==> config.mk <==
export PLATFORM = sky130hd
export DESIGN_NAME = scalar_kalman_estimator
export DESIGN_NICKNAME = d
export VERILOG_FILES = /design/src/rtl/core/kal_pkg.sv /design/src/rtl/core/scalar_kalman_estimator.sv /design/src/rtl/core/kal_div.sv
export SDC_FILE = /design/constraint.sdc
export NUM_CORES = 2
export LEC_CHECK = 0
export BUFFER_PORTS_ARGS = -buffer_cell sky130_fd_sc_hd__buf_2
export CAP_MARGIN = 5
export CORE_MARGIN = 2
export CORE_UTILIZATION = 60
export DETAILED_ROUTE_END_ITERATION = 16
export PLACE_DENSITY = 0.74
export SYNTH_ARGS = -nofsm -noshare
export SYNTH_HDL_FRONTEND = slang
export SYNTH_HIERARCHICAL = 1
export SYNTH_SLANG_ARGS = --single-unit
export TNS_END_PERCENT = 5
==> constraint.sdc <==
create_clock -name clk_i -period 13.85 [get_ports clk_i]
set_clock_uncertainty 0.15 [all_clocks]
set_input_delay 0.6925 -clock clk_i [delete_from_list [all_inputs] [get_ports clk_i]]
set_output_delay 0.6925 -clock clk_i [all_outputs]
set_load 0.02 [all_outputs]
==> src/rtl/core/kal_pkg.sv <==
// kal_pkg: shared types and constants of the scalar kalman estimator
// used by kal_div and scalar_kalman_estimator; no dependencies
`default_nettype none

package kal_pkg;

  // field and datapath widths
  localparam int unsigned MeasW  = 32;
  localparam int unsigned EstW   = 48;
  localparam int unsigned GainW  = 31;
  localparam int unsigned CovW   = 32;
  localparam int unsigned DenW   = CovW + 1;
  localparam int unsigned DiffW  = EstW + 1;
  localparam int unsigned QuotW  = GainW;
  localparam int unsigned CntW   = 5;
  localparam int unsigned CfgIdxW = 1;

  // q2.30 constants
  localparam logic [GainW-1:0] OneQ30  = 31'h4000_0000;
  localparam logic [29:0]      HalfQ30 = 30'h2000_0000;

  // register reset values
  localparam logic [CovW-1:0] ProcNoiseRst = 32'd10737;
  localparam logic [CovW-1:0] MeasNoiseRst = 32'd107374182;
  localparam logic [CovW-1:0] CovRst       = 32'h4000_0000;

  // configuration register indexes
  typedef enum logic [CfgIdxW-1:0] {
    REG_PROCESS_NOISE     = 1'b0,
    REG_MEASUREMENT_NOISE = 1'b1
  } cfg_reg_e;

  // sequencer states
  typedef enum logic [3:0] {
    ST_IDLE,
    ST_PRED,
    ST_DEN,
    ST_DIV,
    ST_MUL_A,
    ST_MUL_B,
    ST_MUL_C,
    ST_STEP,
    ST_UPD
  } st_e;

  // divider request and response
  typedef struct packed {
    logic            start;
    logic [CovW-1:0] p1;
    logic [DenW-1:0] den;
  } div_req_t;

  typedef struct packed {
    logic             done;
    logic [QuotW-1:0] quot;
  } div_rsp_t;

endpackage

`default_nettype wire

==> src/rtl/core/scalar_kalman_estimator.sv <==
// scalar_kalman_estimator: top level of the one-dimensional kalman estimator
// depends on kal_pkg and kal_div
`default_nettype none

// One measurement in, one result out (estimate Q32.16, gain Q1.30, covariance
// Q2.30). An item passes from its transfer to its result through prediction
// (ST_PRED, ST_DEN), the bit-serial gain divider, three passes through the
// shared 32x32 multiplier, and rounding and update (ST_STEP, ST_UPD). The input
// is ready only between items; a finished result waits in the output register
// while the next measurement is taken, and the next result is held back until
// the previous one has been transferred. The user must write noise registers
// through the plain write port only while the block is idle; it is not enforced.
module scalar_kalman_estimator (
  input  wire logic                              clk_i,
  input  wire logic                              rst_ni,
  // configuration
  input  wire logic                              cfg_we_i,
  input  wire logic [kal_pkg::CfgIdxW-1:0]       cfg_idx_i,
  input  wire logic [kal_pkg::CovW-1:0]          cfg_wdata_i,
  // measurement channel
  input  wire logic                              in_valid_i,
  output logic                                   in_ready_o,
  input  wire logic signed [kal_pkg::MeasW-1:0]  measurement_i,
  // result channel
  output logic                                   out_valid_o,
  input  wire logic                              out_ready_i,
  output logic signed [kal_pkg::EstW-1:0]        estimate_o,
  output logic [kal_pkg::GainW-1:0]              gain_o,
  output logic [kal_pkg::CovW-1:0]               covariance_o
);

  localparam int unsigned MeasW = kal_pkg::MeasW;
  localparam int unsigned EstW  = kal_pkg::EstW;
  localparam int unsigned GainW = kal_pkg::GainW;
  localparam int unsigned CovW  = kal_pkg::CovW;
  localparam int unsigned DenW  = kal_pkg::DenW;
  localparam int unsigned DiffW = kal_pkg::DiffW;

  kal_pkg::st_e state_q, state_d;

  // registers
  logic [CovW-1:0]          q_noise_q, r_noise_q;
  logic [EstW-1:0]          est_q;
  logic [CovW-1:0]          cov_q;
  logic                     out_valid_q;
  logic [GainW-1:0]         gain_out_q;

  // working registers
  logic [MeasW-1:0]         meas_q;
  logic [CovW-1:0]          p1_q;
  logic [DenW-1:0]          den_q;
  logic [DiffW-1:0]         diff_q;
  logic                     neg_q;
  logic [EstW-1:0]          mag_q;
  logic [GainW-1:0]         gain_q;
  logic [54:0]              a_q, b_q;
  logic [62:0]              c_q;
  logic [55:0]              rest_q;
  logic [DiffW-1:0]         step_q;
  logic [CovW-1:0]          pnew_q;

  // combinational signals
  logic                     in_xfer, commit;
  logic [CovW:0]            p1_sum;
  logic [CovW-1:0]          p1_d;
  logic [DenW-1:0]          den_d;
  logic [DiffW-1:0]         diff_d;
  logic [DiffW-1:0]         neg_diff;
  logic [31:0]              mul_a, mul_b;
  logic [63:0]              prod;
  logic [55:0]              rest_d;
  logic [DiffW-1:0]         step_d;
  logic [63:0]              c_round;
  logic [33:0]              pnew_full;
  logic [EstW+1:0]          xn_wide;
  logic [EstW-1:0]          xn;
  logic                     div_start;
  kal_pkg::div_req_t        div_req;
  kal_pkg::div_rsp_t        div_rsp;

  // gain divider
  kal_div u_div (
    .clk_i  (clk_i),
    .rst_ni (rst_ni),
    .req_i  (div_req),
    .rsp_o  (div_rsp)
  );

  assign in_xfer = in_valid_i && in_ready_o;
  assign commit  = (state_q == kal_pkg::ST_UPD) && (!out_valid_q || out_ready_i);

  // next state
  always_comb begin
    state_d = state_q;
    case (state_q)
      kal_pkg::ST_IDLE:  if (in_valid_i) state_d = kal_pkg::ST_PRED;
      kal_pkg::ST_PRED:  state_d = kal_pkg::ST_DEN;
      kal_pkg::ST_DEN:   state_d = kal_pkg::ST_DIV;
      kal_pkg::ST_DIV:   if (div_rsp.done) state_d = kal_pkg::ST_MUL_A;
      kal_pkg::ST_MUL_A: state_d = kal_pkg::ST_MUL_B;
      kal_pkg::ST_MUL_B: state_d = kal_pkg::ST_MUL_C;
      kal_pkg::ST_MUL_C: state_d = kal_pkg::ST_STEP;
      kal_pkg::ST_STEP:  state_d = kal_pkg::ST_UPD;
      kal_pkg::ST_UPD:   if (commit) state_d = kal_pkg::ST_IDLE;
      default:           state_d = kal_pkg::ST_IDLE;
    endcase
  end

  // sequencer outputs: handshake, divider start, multiplier operands
  always_comb begin
    in_ready_o = 1'b0;
    div_start  = 1'b0;
    mul_a      = '0;
    mul_b      = '0;
    case (state_q)
      kal_pkg::ST_IDLE:  in_ready_o = 1'b1;
      kal_pkg::ST_DEN:   div_start = 1'b1;
      kal_pkg::ST_MUL_A: begin
        mul_a = {8'b0, mag_q[EstW-1:24]};
        mul_b = {1'b0, gain_q};
      end
      kal_pkg::ST_MUL_B: begin
        mul_a = {8'b0, mag_q[23:0]};
        mul_b = {1'b0, gain_q};
      end
      kal_pkg::ST_MUL_C: begin
        mul_a = {1'b0, kal_pkg::OneQ30 - gain_q};
        mul_b = p1_q;
      end
      default: ;
    endcase
  end

  // prediction: clamped covariance, innovation, denominator and negated innovation
  always_comb begin
    p1_sum = {1'b0, cov_q} + {1'b0, q_noise_q};
    p1_d   = p1_sum[CovW] ? '1 : p1_sum[CovW-1:0];
    diff_d = {{(DiffW-MeasW-16){meas_q[MeasW-1]}}, meas_q, 16'b0}
           - {est_q[EstW-1], est_q};
    den_d  = {1'b0, p1_q} + {1'b0, r_noise_q};
    neg_diff = -diff_q;
  end

  assign div_req.start = div_start;
  assign div_req.p1    = p1_q;
  assign div_req.den   = den_d;

  // shared multiplier
  assign prod = mul_a * mul_b;

  // rounding of the scaled step and of the new covariance
  always_comb begin
    rest_d    = {26'b0, a_q[5:0], 24'b0} + {1'b0, b_q} + {26'b0, kal_pkg::HalfQ30};
    step_d    = a_q[54:6] + {23'b0, rest_q[55:30]};
    c_round   = {1'b0, c_q} + {34'b0, kal_pkg::HalfQ30};
    pnew_full = c_round[63:30];
  end

  // estimate update with saturation guard
  always_comb begin
    if (neg_q) begin
      xn_wide = {{2{est_q[EstW-1]}}, est_q} - {1'b0, step_q};
    end else begin
      xn_wide = {{2{est_q[EstW-1]}}, est_q} + {1'b0, step_q};
    end
    if (!xn_wide[EstW+1] && (xn_wide[EstW:EstW-1] != 2'b00)) begin
      xn = {1'b0, {(EstW-1){1'b1}}};
    end else if (xn_wide[EstW+1] && (xn_wide[EstW:EstW-1] != 2'b11)) begin
      xn = {1'b1, {(EstW-1){1'b0}}};
    end else begin
      xn = xn_wide[EstW-1:0];
    end
  end

  // control and filter state
  always_ff @(posedge clk_i or negedge rst_ni) begin
    if (!rst_ni) begin
      state_q     <= kal_pkg::ST_IDLE;
      q_noise_q   <= kal_pkg::ProcNoiseRst;
      r_noise_q   <= kal_pkg::MeasNoiseRst;
      est_q       <= '0;
      cov_q       <= kal_pkg::CovRst;
      out_valid_q <= 1'b0;
    end else begin
      state_q <= state_d;
      if (cfg_we_i) begin
        case (cfg_idx_i)
          kal_pkg::REG_PROCESS_NOISE:     q_noise_q <= cfg_wdata_i;
          kal_pkg::REG_MEASUREMENT_NOISE: r_noise_q <= cfg_wdata_i;
          default: ;
        endcase
      end
      if (commit) begin
        est_q       <= xn;
        cov_q       <= pnew_q;
        out_valid_q <= 1'b1;
      end else if (out_ready_i) begin
        out_valid_q <= 1'b0;
      end
    end
  end

  // working datapath
  always_ff @(posedge clk_i) begin
    if (in_xfer) meas_q <= measurement_i;
    case (state_q)
      kal_pkg::ST_PRED: begin
        p1_q   <= p1_d;
        diff_q <= diff_d;
      end
      kal_pkg::ST_DEN: begin
        den_q <= den_d;
        neg_q <= diff_q[DiffW-1];
        mag_q <= diff_q[DiffW-1] ? neg_diff[EstW-1:0] : diff_q[EstW-1:0];
      end
      kal_pkg::ST_DIV: begin
        if (div_rsp.done) gain_q <= (den_q == '0) ? '0 : div_rsp.quot;
      end
      kal_pkg::ST_MUL_A: a_q <= prod[54:0];
      kal_pkg::ST_MUL_B: b_q <= prod[54:0];
      kal_pkg::ST_MUL_C: begin
        c_q    <= prod[62:0];
        rest_q <= rest_d;
      end
      kal_pkg::ST_STEP: begin
        step_q <= step_d;
        pnew_q <= (pnew_full[33:32] != 2'b00) ? '1 : pnew_full[CovW-1:0];
      end
      default: ;
    endcase
    if (commit) gain_out_q <= gain_q;
  end

  assign out_valid_o  = out_valid_q;
  assign estimate_o   = est_q;
  assign gain_o       = gain_out_q;
  assign covariance_o = cov_q;

endmodule

`default_nettype wire

==> src/rtl/core/kal_div.sv <==
// kal_div: radix-2 restoring divider computing floor(p1 * 2^30 / den)
// one quotient bit per cycle; uses kal_pkg
`default_nettype none

module kal_div (
  input  wire logic              clk_i,
  input  wire logic              rst_ni,
  input  wire kal_pkg::div_req_t req_i,
  output kal_pkg::div_rsp_t      rsp_o
);

  localparam int unsigned DenW  = kal_pkg::DenW;
  localparam int unsigned QuotW = kal_pkg::QuotW;
  localparam int unsigned CntW  = kal_pkg::CntW;
  localparam int unsigned CovW  = kal_pkg::CovW;

  logic              busy_q, done_q;
  logic [CntW-1:0]   cnt_q;
  logic [DenW-1:0]   rem_q, den_q;
  logic [QuotW-1:0]  lo_q, quot_q;

  logic [DenW:0]     shifted;
  logic [DenW:0]     sub;
  logic              ge;

  // trial subtraction of one step
  always_comb begin
    shifted = {rem_q, lo_q[QuotW-1]};
    sub     = shifted - {1'b0, den_q};
    ge      = (shifted >= {1'b0, den_q});
  end

  // control
  always_ff @(posedge clk_i or negedge rst_ni) begin
    if (!rst_ni) begin
      busy_q <= 1'b0;
      done_q <= 1'b0;
      cnt_q  <= '0;
    end else begin
      done_q <= 1'b0;
      if (req_i.start) begin
        busy_q <= 1'b1;
        cnt_q  <= CntW'(QuotW);
      end else if (busy_q) begin
        cnt_q <= cnt_q - 1'b1;
        if (cnt_q == CntW'(1)) begin
          busy_q <= 1'b0;
          done_q <= 1'b1;
        end
      end
    end
  end

  // datapath: remainder starts at p1 >> 1, remaining dividend bits are {p1[0], 30 zeros}
  always_ff @(posedge clk_i) begin
    if (req_i.start) begin
      rem_q  <= {2'b00, req_i.p1[CovW-1:1]};
      lo_q   <= {req_i.p1[0], {(QuotW-1){1'b0}}};
      den_q  <= req_i.den;
      quot_q <= '0;
    end else if (busy_q) begin
      rem_q  <= ge ? sub[DenW-1:0] : shifted[DenW-1:0];
      lo_q   <= {lo_q[QuotW-2:0], 1'b0};
      quot_q <= {quot_q[QuotW-2:0], ge};
    end
  end

  assign rsp_o.done = done_q;
  assign rsp_o.quot = quot_q;

endmodule

`default_nettype wire
# After elaboration in Yosys (flattened, before gate mapping)
# Index checks and enable logic that the tools add are counted.
# totals
reg_bits	821
inputBits	70
output_inout_bits	113
wordCells	102
# classes
addsub	13
n_mul	1
n_lt_le_gt_ge	1
n_eq_ne	13
mux	27
bitwise_logic	1
reduce_logical	18
# ops
op	count
2-to-1 mux 48 bit	3
2-to-1 mux 31 bit	4
case mux 31 bit (3 select lines)	1
adder 32 x 32 -> 33 bit	2
adder 63 x 30 -> 64 bit, second input constant	1
case mux 32 bit (2 select lines)	1
multiplier 32 x 32 -> 63 bit	1
adder 30 x 55 -> 56 bit	1
adder 56 x 30 -> 56 bit, second input constant	1
adder 50 x 49 -> 50 bit	1
2-to-1 mux 50 bit	1
subtractor 50 x 49 -> 50 bit	1
adder 49 x 26 -> 49 bit	1
subtractor 48 x 48 -> 49 bit	1
negator 48 bit	1
case mux 4 bit (9 select lines)	1
greater-or-equal comparator 34 x 33 -> 1 bit	1
logical NOT 33 bit	1
2-to-1 mux 33 bit	1
subtractor 33 bit	1
subtractor 31 bit, first input constant	1
equality test 4 x 3 -> 1 bit, second input constant	4
2-to-1 mux 4 bit	3
2-to-1 mux 1 bit	10
17 further kinds	30

# Depth between registers and ports, before layout
# depth
ltp_word	6
depth_mapped	38
depth_no_buf	35

# Cells and area by module
# Netlist, hierarchy kept.
# modules_own_cells
mod	instances	cells_each	area_per_inst_um2	seq_area_each_um2
scalar_kalman_estimator	1	6721	65795.6	18291.3
kal_div	1	618	6168.4	2787.7

# Worst setup path before layout
# Ideal clock, no wire load.
# synth_timing
path_type	register -> register
startpoint	reg state_q[1]
endpoint	reg c_q[57] (data pin)
setup_time_ns	0.259
t_arrival_ns	10.374
required_time_ns	13.441
setup_slack_ns	3.068
path_stages_with_launch	34
path_buffers	4
period_less_slack_ns	10.782
cell_sequence	dfrtp_1 -> clkbuf_1 -> inv_1 -> nor2_1 -> nand2_1 -> inv_1 -> clkbuf_1 -> clkbuf_1 -> a22oi_1 -> nor2_1 -> fa_1 -> fa_1 -> fa_1 -> inv_1 -> fa_1 -> inv_1 -> fa_1 -> fa_1 -> fa_1 -> inv_1 -> fa_1 -> inv_1 -> ha_1 -> clkbuf_1 -> a21oi_1 -> o21ai_0 -> a221oi_1 -> o221ai_1 -> and2_1 -> a21oi_1 -> o2111ai_1 -> a31oi_1 -> nor3_1 -> o31a_1
# synth_between
elab_chain_cells	4
elab_cells_between_ends	7
cone_classes	mul (1); eq/ne (3); mux (2); reduce/logical (1)
# synth_rtl
item	line_no	text
start, declared	scalar_kalman_estimator.sv:39	kal_pkg::st_e state_q, state_d;
start signal, assigned	scalar_kalman_estimator.sv:178	state_q <= kal_pkg::ST_IDLE;
start signal, assigned	scalar_kalman_estimator.sv:185	state_q <= state_d;
equality test 4 x 3 -> 1 bit	scalar_kalman_estimator.sv:115	case (state_q)
OR reduction 2 bit (no source line)	-	
case mux 32 bit (2 select lines)	scalar_kalman_estimator.sv:115	
multiplier 32 x 32 -> 63 bit (*)	scalar_kalman_estimator.sv:149	assign prod = mul_a * mul_b;
named net prod[57]	scalar_kalman_estimator.sv:70	logic [63:0] prod;
end signal, assigned	scalar_kalman_estimator.sv:222	c_q <= prod[62:0];
end, declared	scalar_kalman_estimator.sv:57	logic [62:0] c_q;
# The timed path passes the listed nets; every way through them passes the cells marked *.
# A chain may end at the register's enable or synchronous reset.

# Worst setup path after layout
# layout_timing
startpoint	reg gain_q[7]
endpoint	reg c_q[46] (data pin)
# layout_between
elab_chain_cells	3
elab_cells_between_ends	4
cone_classes	add/sub (1); mul (1); mux (2)
# layout_rtl
item	line_no	text
start, declared	scalar_kalman_estimator.sv:55	logic [GainW-1:0] gain_q;
start signal, assigned	scalar_kalman_estimator.sv:217	if (div_rsp.done) gain_q <= (den_q == '0) ? '0 : div_rsp.quot;
subtractor 31 bit	scalar_kalman_estimator.sv:127	mul_a = {1'b0, kal_pkg::OneQ30 - gain_q};
case mux 31 bit (3 select lines)	scalar_kalman_estimator.sv:115	
multiplier 32 x 32 -> 63 bit (*)	scalar_kalman_estimator.sv:149	
named net prod[46]	scalar_kalman_estimator.sv:70	
# Marked as above.

==> results.cfg <==
[status]
outcome = finished, final reports clean

[clock_network]
ctsLongestPathBuffers = 3
root_buffer = clkbuf_16
cts.clk_slew.worst_paths_ns = 0.07
cts.repair_timing.setup_buffer_count = 0
htree_levels = 3
insertion_delay_ns = 0.69
cts_resized = 0
cts_tree = built
cts_sinks = 738
cts_buffers = 76

[setup_path]
end_kind = register
crit_top_cell = fa_1
cp.arrival_ns = 11.44
slowest_stage = and2_0
crit_type = register to register
cp_max_fo = 17
cp_top_family = adder cells
cp-start-kind = register
worst-path-buf-inv = 4
critPathRequiredTime_ns = 14.08
slowest_delay_ns = 0.81

[finish]
multi_input_area_um2 = 45800
design_area_um2 = 77000
drive_gt1_frac = 0.0760
utilization = 0.645
regArea_um2 = 21100
final_nets = 8801
num-fill-cells = 9698
synthToLayoutAreaGrowth_pct = 7.05

[timing]
period_share = 0.809
setup_tns_ns = 0
slew_headroom = 0.176
hold_viol = 0
setup_violations = 0
timing.final.max_slew_violations = 0
rsz0062_at_grt = no
worstMarginPinSlew_ns = 1.23
max_freq_mhz = 89.2
period_needed_ns = 11.21

[floorplan]
core.rowCount = 127
dieWidth_um = 350
core_region_area_um2 = 119000
io_pins = 183
die_y_um = 350
die_area_um2 = 123000
initial_core_util = 0.602

[detailed_routing]
wl_um = 229000
vias = 55300
drc = 0
drt_iter0_markers = 6041
ant_nets = 0
via_per_inst = 6.11
first_pass_iters = 7
wire_per_inst_um = 25.3

[pwr]
powerDensity_nw_per_um2 = 89.6
power.leakage_nw = 34.5
vdd_drop_max_v = 0.000140
finalPower_mw = 6.90

[grt]
grt_max_degree = 174
grt_pass1_wl_um = 344000
grt_overflow_total = 0
antenna_found_initial = 11
grt_pass1_vias = 55100
grtUsageTotal = 0.380

[place]
dp_hpwl_um = 182000
gp_congestion = 1.02
dpl_cell_area_um2 = 74500
numPortBuffers = 182

[synthesis]
async_reset_ff_frac = 0.211
avgSynthCellArea_um2 = 9.81
ys_ff_latch = 738
syn-num-nets = 8757
ys.flop_type = edfxtp_1
synth_area_um2 = 72000
synth_cells = 7339
synth_cell_types = 99
synth_top_area_share = 0.242
ys_top_cells_by_area = fa_1 (24%), edfxtp_1 (23%), ha_1 (8.3%)
synth_edf_count = 549
synth_largest_area_cell = fa_1
yosys_warnings = 6
yosysSeqAreaShare = 0.293

[min_path]
hold_path.class = input port to register

[job]
maxCapViolCount = 0
-- synth_stat cells (142+ instances only) --
cell      count
nor2_1      713
a21o_1      142
xor2_1      144
ha_1        477
inv_1      1043
clkbuf_1    267
edfxtp_1    549
fa_1        871
nand2_1     932
o21ai_0     177
xnor2_1     302
a21oi_1     275
-- logic make-up (layout without fill, tap and decap cells) --
family / after synthesis / count (layout) / share of synthesized area
compound gates: 1069 / 1069 / 0.0989
flops: 738 / 738 / 0.293
other cells: 0 / 7 / 0
xor+xnor: 448 / 448 / 0.0547
simple gates: 2264 / 2264 / 0.139
fa+ha+maj: 1348 / 1348 / 0.325
buf+inv: 1357 / 1464 / 0.0720
mux: 115 / 115 / 0.0172
-- registers in the layout, summed over array words and instances, names as in the netlist, 32 cells and up --
| register | count |
|---|---|
| pnew_q | 32 |
| u_div/den_q | 33 |
| c_q | 34 |
| diff_q | 49 |
| den_q | 33 |
| r_noise_q | 32 |
| step_q | 49 |
| meas_q | 32 |
| a_q | 55 |
| covariance_o | 32 |
| estimate_o | 48 |
| u_div/rem_q | 33 |
| mag_q | 48 |
| p1_q | 32 |
| q_noise_q | 32 |
-- worst paths after layout --
kind / endpoint / cells after the start / from / slack, ns
setup / recovery: c_q[46] / 29 / gain_q[7] / 2.64
hold / removal: meas_q[9] / 1 / measurement_i[9] / 0.05
setup reg to reg: c_q[46] / 29 / gain_q[7] / 2.64
hold reg to reg: covariance_o[19] / 2 / pnew_q[19] / 0.29
max in group asynchronous: estimate_o[40] / 3 / rst_ni / 11.39
min in group asynchronous: r_noise_q[23] / 2 / rst_ni / 0.51
-- power breakdown --
part	internal, mW	leakage, nW	switching [mW]
combinational	0.757	26.1	1.14
sequential	2.74	7.11	0.170
clock	1.18	1.22	0.922
-- stage by stage --
step / setup WS [ns] / hold WS, ns / instances
4_1_cts: 2.76 / 0.0157 / 9058
6_report: 2.64 / 0.0500 / 9065
3_5_place_dp: 2.84 / 0.279 / 8916
5_1_grt: 1.93 / 0.0388 / 9063
3_3_place_gp: 2.92 / 0.278 / 8916
2_1_floorplan: 3.07 / 0.247 / 7339
-- area by class of cell --
| class | count | area share |
|---|---|---|
| Multi-Input combinational cell | 5244 | 0.595 |
| Sequential cell | 738 | 0.274 |
| Inverter | 1045 | 0.0510 |
| Clock buffer | 94 | 0.0265 |
| Tap cell | 1612 | 0.0262 |
| Timing Repair Buffer | 278 | 0.0215 |
| Clock inverter | 47 | 0.00650 |
| Antenna cell | 7 | 0.000227 |
-- cell usage in the layout (no fill, tap or decap), drive strengths merged, types with 56 or more instances in the layout --
cell type,synthesis,layout
xor2,144,144
nor3,83,83
mux2,70,70
edfxtp,549,549
buf,45,277
ha,477,477
nand2,934,934
fa,871,871
nor2,716,716
nand3,95,95
inv,1044,1048
nand4,58,58
clkbuf,267,94
nor2b,80,80
dfrtp,133,133
and3,56,56
o21a,57,57
xnor2,304,304
a21oi,278,278
a21o,142,142
o21ai,191,191
-- routing by layer --
metal / vias to the layer above / global-route usage / wire [um]
met2: 3233 / 0.551 / 97000
met1: 27200 / 0.501 / 86600
met5: - / 0.0196 / 368
li1: 24200 / - / -
met4: 16 / 0.176 / 12900
met3: 625 / 0.150 / 32300
-- timing repair --
action                                 in CTS  in global routing
endpoints found under the hold margin      29                  0
hold buffers                                1                  0
setup endpoints to repair                   0                  0
No activity file was read; power rests on OpenSTA's default activity.
